### src/design/csl_pkg.sv
// ----------------------------------------------------------------------------
// csl_pkg
// Shared types and constants for the cache set LRU controller.
// ----------------------------------------------------------------------------
package csl_pkg;

	localparam int WAYS        = 4;
	localparam int TAG_BITS    = 20;
	localparam int WAY_W       = (WAYS > 1) ? $clog2(WAYS) : 1;
	localparam int FIELD_TAG_W = 20;
	localparam int FIELD_WAY_W = 2;

	localparam logic MODE_READ  = 1'b0;
	localparam logic MODE_WRITE = 1'b1;

	typedef logic [TAG_BITS-1:0] stag_t;
	typedef logic [WAY_W-1:0]    way_idx_t;

	typedef enum logic [1:0] {
		ST_IDLE,
		ST_SCAN,
		ST_FIN
	} ctl_state_t;

	typedef struct packed {
		logic                   en;
		way_idx_t               addr;
		stag_t                  data;
	} tag_wr_t;

	typedef struct packed {
		logic [FIELD_TAG_W-1:0] tag;
		logic                   mode;
	} req_t;

	typedef struct packed {
		logic                   hit;
		logic [FIELD_WAY_W-1:0] way;
		logic                   fill;
		logic                   writeback;
		logic [FIELD_TAG_W-1:0] victim_tag;
	} rsp_t;

endpackage

### src/design/csl_tag_store.sv
// ----------------------------------------------------------------------------
// csl_tag_store
// Per-way tag memory: one write port, one read port, registered read data.
// ----------------------------------------------------------------------------
module csl_tag_store (
	input  logic              clk,
	input  csl_pkg::way_idx_t rd_addr,
	input  csl_pkg::tag_wr_t  wr,
	output csl_pkg::stag_t    rd_data
);
	import csl_pkg::*;

	stag_t tag_mem [WAYS];
	stag_t rd_data_q;

	always_ff @(posedge clk) begin
		if (wr.en) begin
			tag_mem[wr.addr] <= wr.data;
		end
		rd_data_q <= tag_mem[rd_addr];
	end

	assign rd_data = rd_data_q;

endmodule

### src/design/cache_set_lru_controller.sv
// ----------------------------------------------------------------------------
// cache_set_lru_controller
// Tag and LRU replacement control for one write-back set-associative set.
// ----------------------------------------------------------------------------
// An access is taken when start is high and busy is low. The transfer cycle
// launches the first tag read, the tag memory is then read a way at a time
// through its single read port, and a final step decides and updates valid,
// dirty, recency and the tag memory. busy goes high after the transfer and
// stays high until that step ends; the result appears on result with done high
// for exactly one cycle right after, which is also the first cycle a new
// access can be taken. The receiver cannot hold the result off.
// ----------------------------------------------------------------------------
module cache_set_lru_controller (
	input  logic          clk,
	input  logic          arst_n,
	input  logic          start,
	output logic          busy,
	input  csl_pkg::req_t access,
	output logic          done,
	output csl_pkg::rsp_t result
);
	import csl_pkg::*;

	ctl_state_t state_q, state_d;
	stag_t      tag_q;
	logic       mode_q;
	way_idx_t   scan_q;
	logic       found_q;
	way_idx_t   hit_way_q;
	stag_t      vtag_q;
	logic       valid_q [WAYS];
	logic       dirty_q [WAYS];
	way_idx_t   rank_q  [WAYS];
	logic       done_q;
	rsp_t       result_q;

	way_idx_t   rd_addr;
	stag_t      rd_data;
	tag_wr_t    tag_wr;

	way_idx_t   victim_way;
	way_idx_t   first_inv;
	logic       any_invalid;
	way_idx_t   chosen;
	way_idx_t   old_rank;
	logic       wb;
	logic       match;
	logic       last_way;

	csl_tag_store u_tag_store (
		.clk     (clk),
		.rd_addr (rd_addr),
		.wr      (tag_wr),
		.rd_data (rd_data)
	);

	always_comb begin
		victim_way  = '0;
		first_inv   = '0;
		any_invalid = 1'b0;
		for (int i = 1; i < WAYS; i++) begin
			if (rank_q[i] > rank_q[victim_way]) begin
				victim_way = WAY_W'(i);
			end
		end
		for (int i = WAYS - 1; i >= 0; i--) begin
			if (!valid_q[i]) begin
				first_inv   = WAY_W'(i);
				any_invalid = 1'b1;
			end
		end
	end

	always_comb begin
		if (found_q) begin
			chosen = hit_way_q;
		end else if (any_invalid) begin
			chosen = first_inv;
		end else begin
			chosen = victim_way;
		end
		old_rank = (!found_q && any_invalid) ? WAY_W'(WAYS - 1) : rank_q[chosen];
		wb       = !found_q && !any_invalid && dirty_q[victim_way];
		match    = valid_q[scan_q] && (rd_data == tag_q);
		last_way = (scan_q == WAY_W'(WAYS - 1));
	end

	always_comb begin
		state_d     = state_q;
		rd_addr     = '0;
		busy        = (state_q != ST_IDLE);
		tag_wr.en   = 1'b0;
		tag_wr.addr = chosen;
		tag_wr.data = tag_q;
		unique case (state_q)
			ST_IDLE: begin
				if (start) begin
					state_d = ST_SCAN;
				end
			end
			ST_SCAN: begin
				rd_addr = WAY_W'(scan_q + 1'b1);
				if (last_way) begin
					state_d = ST_FIN;
				end
			end
			ST_FIN: begin
				tag_wr.en = !found_q;
				state_d   = ST_IDLE;
			end
			default: begin
				state_d = ST_IDLE;
			end
		endcase
	end

	always_ff @(posedge clk or negedge arst_n) begin
		if (!arst_n) begin
			state_q <= ST_IDLE;
		end else begin
			state_q <= state_d;
		end
	end

	always_ff @(posedge clk or negedge arst_n) begin
		if (!arst_n) begin
			found_q <= 1'b0;
			done_q  <= 1'b0;
			for (int i = 0; i < WAYS; i++) begin
				valid_q[i] <= 1'b0;
				dirty_q[i] <= 1'b0;
				rank_q[i]  <= '0;
			end
		end else begin
			done_q <= (state_q == ST_FIN);
			if (state_q == ST_IDLE && start) begin
				found_q <= 1'b0;
			end
			if (state_q == ST_SCAN && match && !found_q) begin
				found_q <= 1'b1;
			end
			if (state_q == ST_FIN) begin
				for (int i = 0; i < WAYS; i++) begin
					if (WAY_W'(i) != chosen && valid_q[i] && rank_q[i] < old_rank
					    && rank_q[i] != WAY_W'(WAYS - 1)) begin
						rank_q[i] <= WAY_W'(rank_q[i] + 1'b1);
					end
				end
				rank_q[chosen] <= '0;
				if (found_q) begin
					dirty_q[chosen] <= dirty_q[chosen] | (mode_q == MODE_WRITE);
				end else begin
					valid_q[chosen] <= 1'b1;
					dirty_q[chosen] <= (mode_q == MODE_WRITE);
				end
			end
		end
	end

	always_ff @(posedge clk) begin
		if (state_q == ST_IDLE && start) begin
			tag_q  <= access.tag[TAG_BITS-1:0];
			mode_q <= access.mode;
			scan_q <= '0;
		end
		if (state_q == ST_SCAN) begin
			scan_q <= WAY_W'(scan_q + 1'b1);
			if (match && !found_q) begin
				hit_way_q <= scan_q;
			end
			if (scan_q == victim_way) begin
				vtag_q <= rd_data;
			end
		end
		if (state_q == ST_FIN) begin
			result_q.hit        <= found_q;
			result_q.way        <= FIELD_WAY_W'(chosen);
			result_q.fill       <= !found_q;
			result_q.writeback  <= wb;
			result_q.victim_tag <= wb ? FIELD_TAG_W'(vtag_q) : '0;
		end
	end

	assign done   = done_q;
	assign result = result_q;

endmodule

### config.mk
export PLATFORM = sky130hd
export DESIGN_NAME = cache_set_lru_controller
export DESIGN_NICKNAME = d
export VERILOG_FILES = /design/src/design/csl_pkg.sv /design/src/design/csl_tag_store.sv /design/src/design/cache_set_lru_controller.sv
export SDC_FILE = /design/constraint.sdc
export NUM_CORES = 1
export LEC_CHECK = 0
export BUFFER_PORTS_ARGS = -buffer_cell sky130_fd_sc_hd__buf_2
export CAP_MARGIN = 20
export CORE_MARGIN = 3
export CORE_UTILIZATION = 55
export CTS_CLUSTER_SIZE = 28
export DETAILED_ROUTE_END_ITERATION = 12
export GPL_TIMING_DRIVEN = 1
export PLACE_DENSITY = 0.74
export SLEW_MARGIN = 30
export SYNTH_ARGS = -nofsm -noshare
export SYNTH_HDL_FRONTEND = slang
export SYNTH_SLANG_ARGS = --single-unit
export TNS_END_PERCENT = 1
### constraint.sdc
create_clock -name clk -period 5.9 [get_ports clk]
set_clock_uncertainty 0.2 [all_clocks]
set_input_delay 0.59 -clock clk [delete_from_list [all_inputs] [get_ports clk]]
set_output_delay 0.59 -clock clk [all_outputs]
set_load 0.005 [all_outputs]
* Word level (Yosys, flattened, before mapping) *
Memories as Yosys holds them, arrays and structs flattened. A register that Yosys moved wholly into a read port is not among the register bits.
Index checks and enable logic that the tools add are counted.

cells by class
  bitwise gates (word level) = 10
  shift operators = 0
  $add $sub $neg = 5
  div/mod/pow operators = 0
  reductions and logical operators = 32
  order comparisons = 13
  $mul = 0
  multiplexer cells = 58
  eq/ne operators = 14

operators by type and width
  kind                 number
  $mux 2               29
  $logic_and 1x1->1    21
  $eq 20x20->1         1
  $mux 1               17
  $ge 3x3->1 const B   5
  $not 2->3            5
  $bmux 2 s2           3
  $ne 2x2->1 const B   6
  $add 2x1->2 const B  5
  $and 8x8->8          1
  $bwmux 4             2
  $lt 2x2->1           4
  $not 8->8            1
  $reduce_and 2->1     4
  $reduce_bool 2->1    4
  $bmux 1 s2           3
  $gt 2x2->1           3
  $demux 2 s2          1
  $eq 2x2->1 const B   2
  $mux 4               1
  $ne 2x2->1 const A   2
  $or 4x4->4           1
  $pmux 2 s2           1
  $lt 3x1->1 const B   1
  other kinds (8)      9

storage, ports and cells
  output and inout bits = 27
  memories kept = 1
  bits in writable memories = 80
  memory bits (read-only) = 0
  word-level logic and storage cells = 158
  bits in registers = 90
  bits in latches = 0
  input bits = 24

memory list
  memory               depth  bits a word  read ports  clocked after memory_dff  wr ports  line                 text
  u_tag_store.tag_mem  4      20           1           1                         1         csl_tag_store.sv:13  stag_t tag_mem [WAYS];

* Logic depth before layout (Yosys ltp) *
Gate-level depths: netlist (run 1).

  depth in word-level cells = 27
  mapped depth = 22
  gate-level depth less buffers = 21

* By module *
From an unflattened synthesis (run 1), not the netlist that was laid out.

unflattened totals
  cells, all modules = 438
  area total of the unflattened synthesis = 7,490.9 um2

modules (own cells, without submodules)
  module                    seq. area each (um2)  cells each  area each (um2)  instances
  cache_set_lru_controller  2,602.5               310         4,174.0          1
  csl_tag_store             2,802.7               128         3,316.9          1

* Worst setup path before layout (run 1) *
No wires, ideal clock.

  kind = reg-to-reg
  from = register rank_q[5] (netlist bit)
  to = memory u_tag_store.tag_mem[2][0] (netlist bit), enable pin
  setup time = 0.424 ns
  arrival time = 4.486 ns
  stages on the path, launching flop included = 19
  clock period less this slack = 5.110 ns
  path buffers = 1
  required time = 5.276 ns
  path slack = 0.790 ns
  path through = dfrtp_1 inv_1 ha_1 o22ai_2 nand2_1 o21ai_0 ha_1 nor2b_4 o21a_4 nor2_1 a21oi_1 ha_1 nor2b_4 o21ai_2 a41o_1 buf_6 inv_2 nand2_1 nor3_1

between the ends
  cells in the longest elaborated chain, start to end = 16

RTL lines
  what                                        line                             text
  start: declaration                          cache_set_lru_controller.sv:33   way_idx_t rank_q [WAYS];
  start signal: indexed assignment            cache_set_lru_controller.sv:146  rank_q[i] <= WAY_W'(rank_q[i] + 1'b1);
  $gt 2x2->1                                  cache_set_lru_controller.sv:62   if (rank_q[i] > rank_q[victim_way]) begin
  $mux 1                                      cache_set_lru_controller.sv:62
  $not 2->3 (not written as such)             cache_set_lru_controller.sv:62
  $bmux 2 s2                                  cache_set_lru_controller.sv:62
  $mux 2 (not written as such) (2 in series)  cache_set_lru_controller.sv:62
  $gt 2x2->1                                  cache_set_lru_controller.sv:62
  $mux 2                                      cache_set_lru_controller.sv:62
  $not 2->3 (not written as such)             cache_set_lru_controller.sv:62
  $bmux 2 s2                                  cache_set_lru_controller.sv:62
  $mux 2 (not written as such) (2 in series)  cache_set_lru_controller.sv:62
  $gt 2x2->1                                  cache_set_lru_controller.sv:62
  $mux 2 (*)                                  cache_set_lru_controller.sv:62
  $mux 2 (*)                                  cache_set_lru_controller.sv:77   end else if (any_invalid) begin
  $mux 2 (*)                                  cache_set_lru_controller.sv:75   if (found_q) begin
  via chosen[1]                               cache_set_lru_controller.sv:44   way_idx_t chosen;
  end: declaration                            csl_tag_store.sv:13

The timed path passes the listed nets; every way through them passes the cells marked *. The select of a mux whose other input is x is not followed.

* Worst setup path in the final report (run 1) *
  from = register rank_q[5] (netlist bit)
  to = register rank_q[4] (netlist bit)

between the ends
  cells in the longest elaborated chain, start to end = 27
  elaborated cells on any way between the ends = 36
  those cells by class = order compare (6); eq/ne (2); mux (19); bitwise (5); reduce/logical (4)

RTL lines
  what                                        line                             text
  $gt 2x2->1                                  cache_set_lru_controller.sv:62
  $mux 1                                      cache_set_lru_controller.sv:62
  $not 2->3 (not written as such)             cache_set_lru_controller.sv:62
  $bmux 2 s2                                  cache_set_lru_controller.sv:62
  $mux 2 (not written as such) (2 in series)  cache_set_lru_controller.sv:62
  $gt 2x2->1                                  cache_set_lru_controller.sv:62
  $mux 2                                      cache_set_lru_controller.sv:62
  $not 2->3 (not written as such)             cache_set_lru_controller.sv:62
  [... 7 more ...]                            -
  via chosen[1]                               cache_set_lru_controller.sv:44
  [... 2 more ...]                            -
  $mux 2 (not written as such) (2 in series)  cache_set_lru_controller.sv:82   old_rank = (!found_q && any_invalid) ? WAY_W'(WAYS - 1) : rank_q[chosen];
  $mux 2                                      cache_set_lru_controller.sv:82
  $lt 2x2->1                                  cache_set_lru_controller.sv:144  if (WAY_W'(i) != chosen && valid_q[i] && rank_q[i] < old_rank
  $logic_and 1x1->1                           cache_set_lru_controller.sv:144
  $logic_and 1x1->1                           cache_set_lru_controller.sv:145  && rank_q[i] != WAY_W'(WAYS - 1)) begin
  $mux 2                                      cache_set_lru_controller.sv:144
  $mux 2                                      cache_set_lru_controller.sv:142  if (state_q == ST_FIN) begin
  $and 8x8->8 (no source line) (*)            -

Marks and branches as above.
A chain may end at the register's enable or synchronous reset.

==> flow_summary.ini, run 1 <==
[routing]
via_count = 4488
dr.pass1.iters = 5
detail_route.vias_per_cell = 5.72
drc = 0
antenna_left = 0
drtIter0Drc = 333
wirelength_mm = 14.8
avgRoutedWirePerCell_um = 18.9

[worst_setup_path]
timing.rr.end = rank_q[4]$_DFFE_PN0P_
slowest_stage = a41o_1
slowest_delay_ns = 0.52
cp.required_ns = 6.04
worst-r2r-setup-slack_ns = 0.85
arrival_ns = 5.20
cpLargestDelayFamily = compound AO/OA/AOI/OAI gates
end_kind = register
crit_chain = inv_1 -> ha_1 -> o22ai_2 -> o21ai_0 -> ha_1 -> nand2_1 -> o21a_4 -> nor2_1 -> a21oi_1 -> ha_1 -> nor2b_4 -> o21ai_2 -> a41o_1 -> inv_2 -> a222oi_1 -> a211oi_1 -> a221o_1 -> o221a_1 -> mux2i_1
r2r-start = rank_q[5]$_DFFE_PN0P_
critPathMaxFanout = 10
r2r_cells = 19
critPathLaunchType = register
crit_type = reg2reg
crit_buf_inv = 2
cpMostUsedCell = ha_1

[cells_and_area]
num-fill-cells = 978
multi_input_area_mm2 = 0.00204
area_growth_pct = 14.0
postLayoutCoreUtil_pct = 64.7
num_antenna_cells = 0
seqCellArea_mm2 = 0.00541
finalNetCount = 631
drive_gt1_share_pct = 19.1
final_area_mm2 = 0.00863

[pwr]
ir_drop_mv = 0.244
p_per_area_mw_per_mm2 = 520
power.leakage_nw = 3.19

[synth]
async_reset_ff_share_pct = 10.5
synth-simple-area-share_pct = 11.2
yosys_warnings = 0
synth_cells = 534
ys_types = 61
ys_seq_area_share_pct = 71.4
synth.area.top_cells = edfxtp_1 (59%), dfrtp_1 (6.6%), dfxtp_1 (5.3%), nand2_1 (3.3%), a211oi_1 (2.3%)
yosysTopAreaCellShare_pct = 59.5
synth_top_family_by_area = simple AND/OR/NAND/NOR gates
syn_nets = 570
synth_area_mm2 = 0.00757
yosysMostFrequentCell = edfxtp_1
synth_flop_cell = edfxtp_1
yosys.area.top_type = edfxtp_1
synth-seq-cells = 190
synth_edf_count = 150
avgSynthCellArea_um2 = 14.2
synth-compound-area-share_pct = 9.15
synth_mux_area_share_pct = 2.00
yosys.area_share.adder_pct = 1.98
synth_common_cells = edfxtp_1 (150), nand2_1 (66), a211oi_1 (23)
synth-xor-area-share_pct = 2.31

[floorplan]
die-area_mm2 = 0.0152
die_w_um = 123
start_util_pct = 56.7
die_y_um = 123
rows = 42
core_area_mm2 = 0.0133
ios = 51

[sta]
fmax_ghz = 0.198
fin_crit_ns = 5.05
tightest_slew_ns = 0.829
rsz0062_at_grt = no
worst_slack_ns = 0.847
slew_viol_final = 0
tns_ns = 0
setup_viol = 0
hold_violations = 0
hold_slack_ns = 0.134
finalCritPeriodShare_pct = 85.7
maxSlewHeadroom_pct = 44.6

[min_path]
hold_start = access[11]
hold_depth = 1
min_to = tag_q[10]$_DFFE_PP_
worst_hold_path_type = in2reg

[clock_network]
cts-buffers-inserted = 17
clock-root-buffer = clkbuf_16
htree_levels = 4
cts_tree = done
cts_resized = 0
postCtsHoldBufs = 1
clk_pin_slew_ns = 0.07
clock_path_buffers = 2
clock_latency_ns = 0.42
cts_setup_buffers = 0
clock_sinks = 190

[place]
portBuffers = 50
hpwl_mm = 9.10
place_congestion = 0.889
post-place-ws_ns = 0.942
place_area_mm2 = 0.00806

[grt]
grt_pass1_wl_mm = 23.0
grt_antenna_before_repair = 0
first_global_vias = 4306
overflow = 0
grt_usage_pct = 20.5
grt_max_degree = 46

[run]
maxCapViolCount = 0

[status]
status = finished clean
logic make-up after synthesis:
kind of cell | after synthesis
fa+ha+maj | 12
compound gates | 94
mux | 13
xor+xnor | 20
buf+inv | 38
flops | 190
simple gates | 167
worst max-delay path by stage:
stage,depth (start not counted),start,slack [ns],to
after detailed placement,20,rank_q[5]$_DFFE_PN0P_,0.94,rank_q[4]$_DFFE_PN0P_
final,19,rank_q[5]$_DFFE_PN0P_,0.85,rank_q[4]$_DFFE_PN0P_
after CTS,19,rank_q[5]$_DFFE_PN0P_,0.87,rank_q[4]$_DFFE_PN0P_
after floorplan,18,rank_q[5]$_DFFE_PN0P_,0.79,u_tag_store.tag_mem[2][0]$_DFFE_PP_
after global routing,20,rank_q[5]$_DFFE_PN0P_,0.43,rank_q[4]$_DFFE_PN0P_
after global placement,19,rank_q[5]$_DFFE_PN0P_,1.11,rank_q[4]$_DFFE_PN0P_
power breakdown:
part / switching, mW / internal (mW) / leakage (nW)
logic: 0.895 / 0.508 / 1.13
registers: 0.186 / 1.81 / 1.79
clock network: 0.467 / 0.627 / 0.265
total: 1.55 / 2.94 / 3.19
final cells by class:
class	count	share of cell area (%)
sequential	190	62.6
multi-input combinational	306	23.6
clock buffer	23	5.19
timing repair buffer	61	3.88
tap	176	2.55
clock inverter	9	1.30
inverter	19	0.826
sequential cells by signal (all words and copies together) (netlist names), 4 cells and up:
name / count
u_tag_store.tag_mem: 80
tag_q: 20
rank_q: 8
result: 25
vtag_q: 20
u_tag_store.rd_data: 20
dirty_q: 4
valid_q: 4
cells in the final DEF (no fill, tap or decap), types with 3 or more instances in the layout:
master | Yosys | layout
clkbuf_1 | 17 | 6
or2_2 | 4 | 4
xnor2_1 | 9 | 9
nor2b_1 | 22 | 22
ha_1 | 12 | 12
clkbuf_16 | 0 | 17
o21a_1 | 3 | 3
nor2_1 | 15 | 15
nand3_1 | 6 | 6
a21oi_1 | 11 | 11
nor4_1 | 4 | 4
nor3_1 | 7 | 3
inv_2 | 3 | 4
nand2b_1 | 5 | 4
and3_1 | 3 | 3
nand2_1 | 66 | 66
mux2i_1 | 7 | 7
xor2_1 | 11 | 11
dfxtp_1 | 20 | 20
inv_1 | 15 | 14
a31oi_1 | 20 | 20
buf_4 | 0 | 10
o21ai_0 | 8 | 8
nor3_2 | 0 | 4
buf_2 | 1 | 50
and2_1 | 22 | 22
mux2_2 | 4 | 4
nand4_1 | 4 | 4
edfxtp_1 | 150 | 150
a211oi_1 | 23 | 23
dfrtp_1 | 20 | 20
per-stage QoR:
step           cells  power, mW
2_1_floorplan    534       3.00
3_3_place_gp     751       3.35
3_5_place_dp     751       3.40
4_1_cts          784       4.51
5_1_grt          784       4.74
6_report         784       4.49
routing by layer:
| layer | vias to the layer above | global-route usage (%) | wire length (µm) |
|---|---|---|---|
| met5 | - | 0 | 0 |
| met4 | 0 | 6.23 | 227 |
| met3 | 26 | 5.08 | 986 |
| met2 | 158 | 33.4 | 7220 |
| met1 | 2203 | 27.5 | 6360 |
| li1 | 2101 | - | - |
No activity file was read; power rests on OpenSTA's default activity.
==> inputs of run 2 (changes only) <==
--- a/config.mk
+++ b/config.mk
@@ -8,12 +8,11 @@
 export BUFFER_PORTS_ARGS = -buffer_cell sky130_fd_sc_hd__buf_2
 export CAP_MARGIN = 20
 export CORE_MARGIN = 3
-export CORE_UTILIZATION = 55
+export CORE_UTILIZATION = 60
 export CTS_CLUSTER_SIZE = 28
 export DETAILED_ROUTE_END_ITERATION = 12
 export GPL_TIMING_DRIVEN = 1
-export PLACE_DENSITY = 0.74
-export SLEW_MARGIN = 30
+export PLACE_DENSITY = 0.79
 export SYNTH_ARGS = -nofsm -noshare
 export SYNTH_HDL_FRONTEND = slang
 export SYNTH_SLANG_ARGS = --single-unit
==> flow_summary.ini, run 2 (synthesized netlist as in run 1, its figures left out) <==
[cells_and_area]
num-fill-cells = 781
num_antenna_cells = 0
finalNetCount = 631
final_cell_mix = edfxtp_1 (150), nand2_1 (66), buf_2 (50)
area_growth_pct = 13.9
drive_gt1_share_pct = 19.2
final_common_cell = edfxtp_1
largest_reg_flops = 80
postLayoutCoreUtil_pct = 71.0
regMostFlops = u_tag_store.tag_mem

[place]
post-place-ws_ns = 0.948
hpwl_mm = 9.28
portBuffers = 50
place_congestion = 0.905

[worst_setup_path]
cp.required_ns = 6.05
critPathLaunchType = register
crit_type = reg2reg
slowest_delay_ns = 0.49
cpMostUsedCell = ha_1
end_kind = register
slowest_stage = a41o_1
crit_buf_inv = 2
crit_chain = inv_1 -> ha_1 -> o22ai_2 -> o21ai_0 -> ha_1 -> nand2_1 -> o21a_4 -> nor2_1 -> a21oi_1 -> ha_1 -> nor2b_4 -> o21ai_2 -> a41o_1 -> inv_2 -> a222oi_1 -> a211oi_1 -> a221o_1 -> o221a_1 -> mux2i_1
critPathMaxFanout = 10
cpLargestDelayFamily = compound AO/OA/AOI/OAI gates
arrival_ns = 5.18

[sta]
fin_crit_ns = 5.03
hold_violations = 0
maxSlewHeadroom_pct = 36.8
finalCritPeriodShare_pct = 85.2
hold_slack_ns = 0.137
tns_ns = 0
tightest_slew_ns = 0.946
setup_viol = 0
slew_viol_final = 0
fmax_ghz = 0.199
worst_slack_ns = 0.872
rsz0062_at_grt = no

[clock_network]
clock_sinks = 190
clk_pin_slew_ns = 0.07
cts_tree = done
cts_resized = 0
clock_path_buffers = 2
htree_levels = 4
clock_latency_ns = 0.43
cts-buffers-inserted = 17
clock-root-buffer = clkbuf_16

[pwr]
power.leakage_nw = 3.19
ir_drop_mv = 0.352
p_per_area_mw_per_mm2 = 521

[floorplan]
ios = 51
rows = 40
die-area_mm2 = 0.0140
core_area_mm2 = 0.0122
die_y_um = 118
start_util_pct = 62.3
die_w_um = 118

[routing]
detail_route.vias_per_cell = 5.84
antenna_left = 0
avgRoutedWirePerCell_um = 18.8
drc = 0
drtIter0Drc = 443
dr.pass1.iters = 5
wirelength_mm = 14.6
via_count = 4529

[grt]
grt_usage_pct = 21.6
grt_pass1_wl_mm = 23.1
first_global_vias = 4560
overflow = 0
grt_max_degree = 42
grt_antenna_before_repair = 0

[status]
status = finished clean

[min_path]
worst_hold_path_type = in2reg

[run]
maxCapViolCount = 0
==> run 2: cell types whose count changed in the layout (fill, tap and decap cells not counted) <==
cell / previous run / this run
inv_1: 14 / 15
clkbuf_1: 6 / 1
nand2b_1: 4 / 5
clkinv_1: 2 / 4
inv_8: 1 / 0
inv_2: 4 / 3
nand2b_2: 1 / 0
inv_6: 1 / 3
clkinvlp_4: 2 / 4
==> run 2: layout make-up <==
class | count | area [µm²] | area share (%)
Sequential cell | 190 | 5410 | 62.6
Multi-Input combinational cell | 306 | 2040 | 23.6
Clock buffer | 18 | 429 | 4.97
Timing Repair Buffer | 61 | 335 | 3.89
Tap cell | 168 | 210 | 2.44
Clock inverter | 14 | 141 | 1.64
Inverter | 19 | 71.3 | 0.826
==> run 2: layer usage <==
| metal | GRT usage, % | vias up | share of wire (%) |
|---|---|---|---|
| met4 | 9.74 | 0 | 1.9 |
| li1 | - | 2097 | - |
| met5 | 0 | - | 0 |
| met3 | 4.35 | 26 | 6.9 |
| met2 | 34.4 | 188 | 49 |
| met1 | 29.1 | 2218 | 43 |
==> run 2: what timing repair did <==
item                      4_1_cts  5_1_grt
hold endpoints to repair       20        0
buffers inserted                0        0
hold buffers                    1        0
==> run 2: worst paths after layout <==
check / start / endpoint / slack [ns] / cells after the start
max in group asynchronous: arst_n / done$_DFF_PN0_ / 4.71 / 2
setup / recovery: rank_q[5]$_DFFE_PN0P_ / rank_q[4]$_DFFE_PN0P_ / 0.87 / 19
min in group asynchronous: arst_n / valid_q[1]$_DFFE_PN0P_ / 0.47 / 2
setup reg to reg: rank_q[5]$_DFFE_PN0P_ / rank_q[4]$_DFFE_PN0P_ / 0.87 / 19
hold reg to reg: u_tag_store.rd_data[11]$_DFF_P_ / vtag_q[11]$_DFFE_PP_ / 0.25 / 0
hold / removal: access[9] / tag_q[8]$_DFFE_PP_ / 0.14 / 1
==> run 2: where the power goes <==
part,switching (mW),internal [mW]
sequential,0.206,1.81
clock,0.478,0.623
combinational,0.877,0.505
==> run 2: stage by stage <==
| stage | instance area, µm² | power [mW] | instances |
|---|---|---|---|
| floorplan | 7570 | 3.00 | 534 |
| CTS | 8630 | 4.50 | 776 |
| global placement | 8050 | 3.34 | 743 |
| detailed placement | 8050 | 3.40 | 743 |
| finish | 8630 | 4.50 | 776 |
| global route | 8630 | 4.74 | 776 |
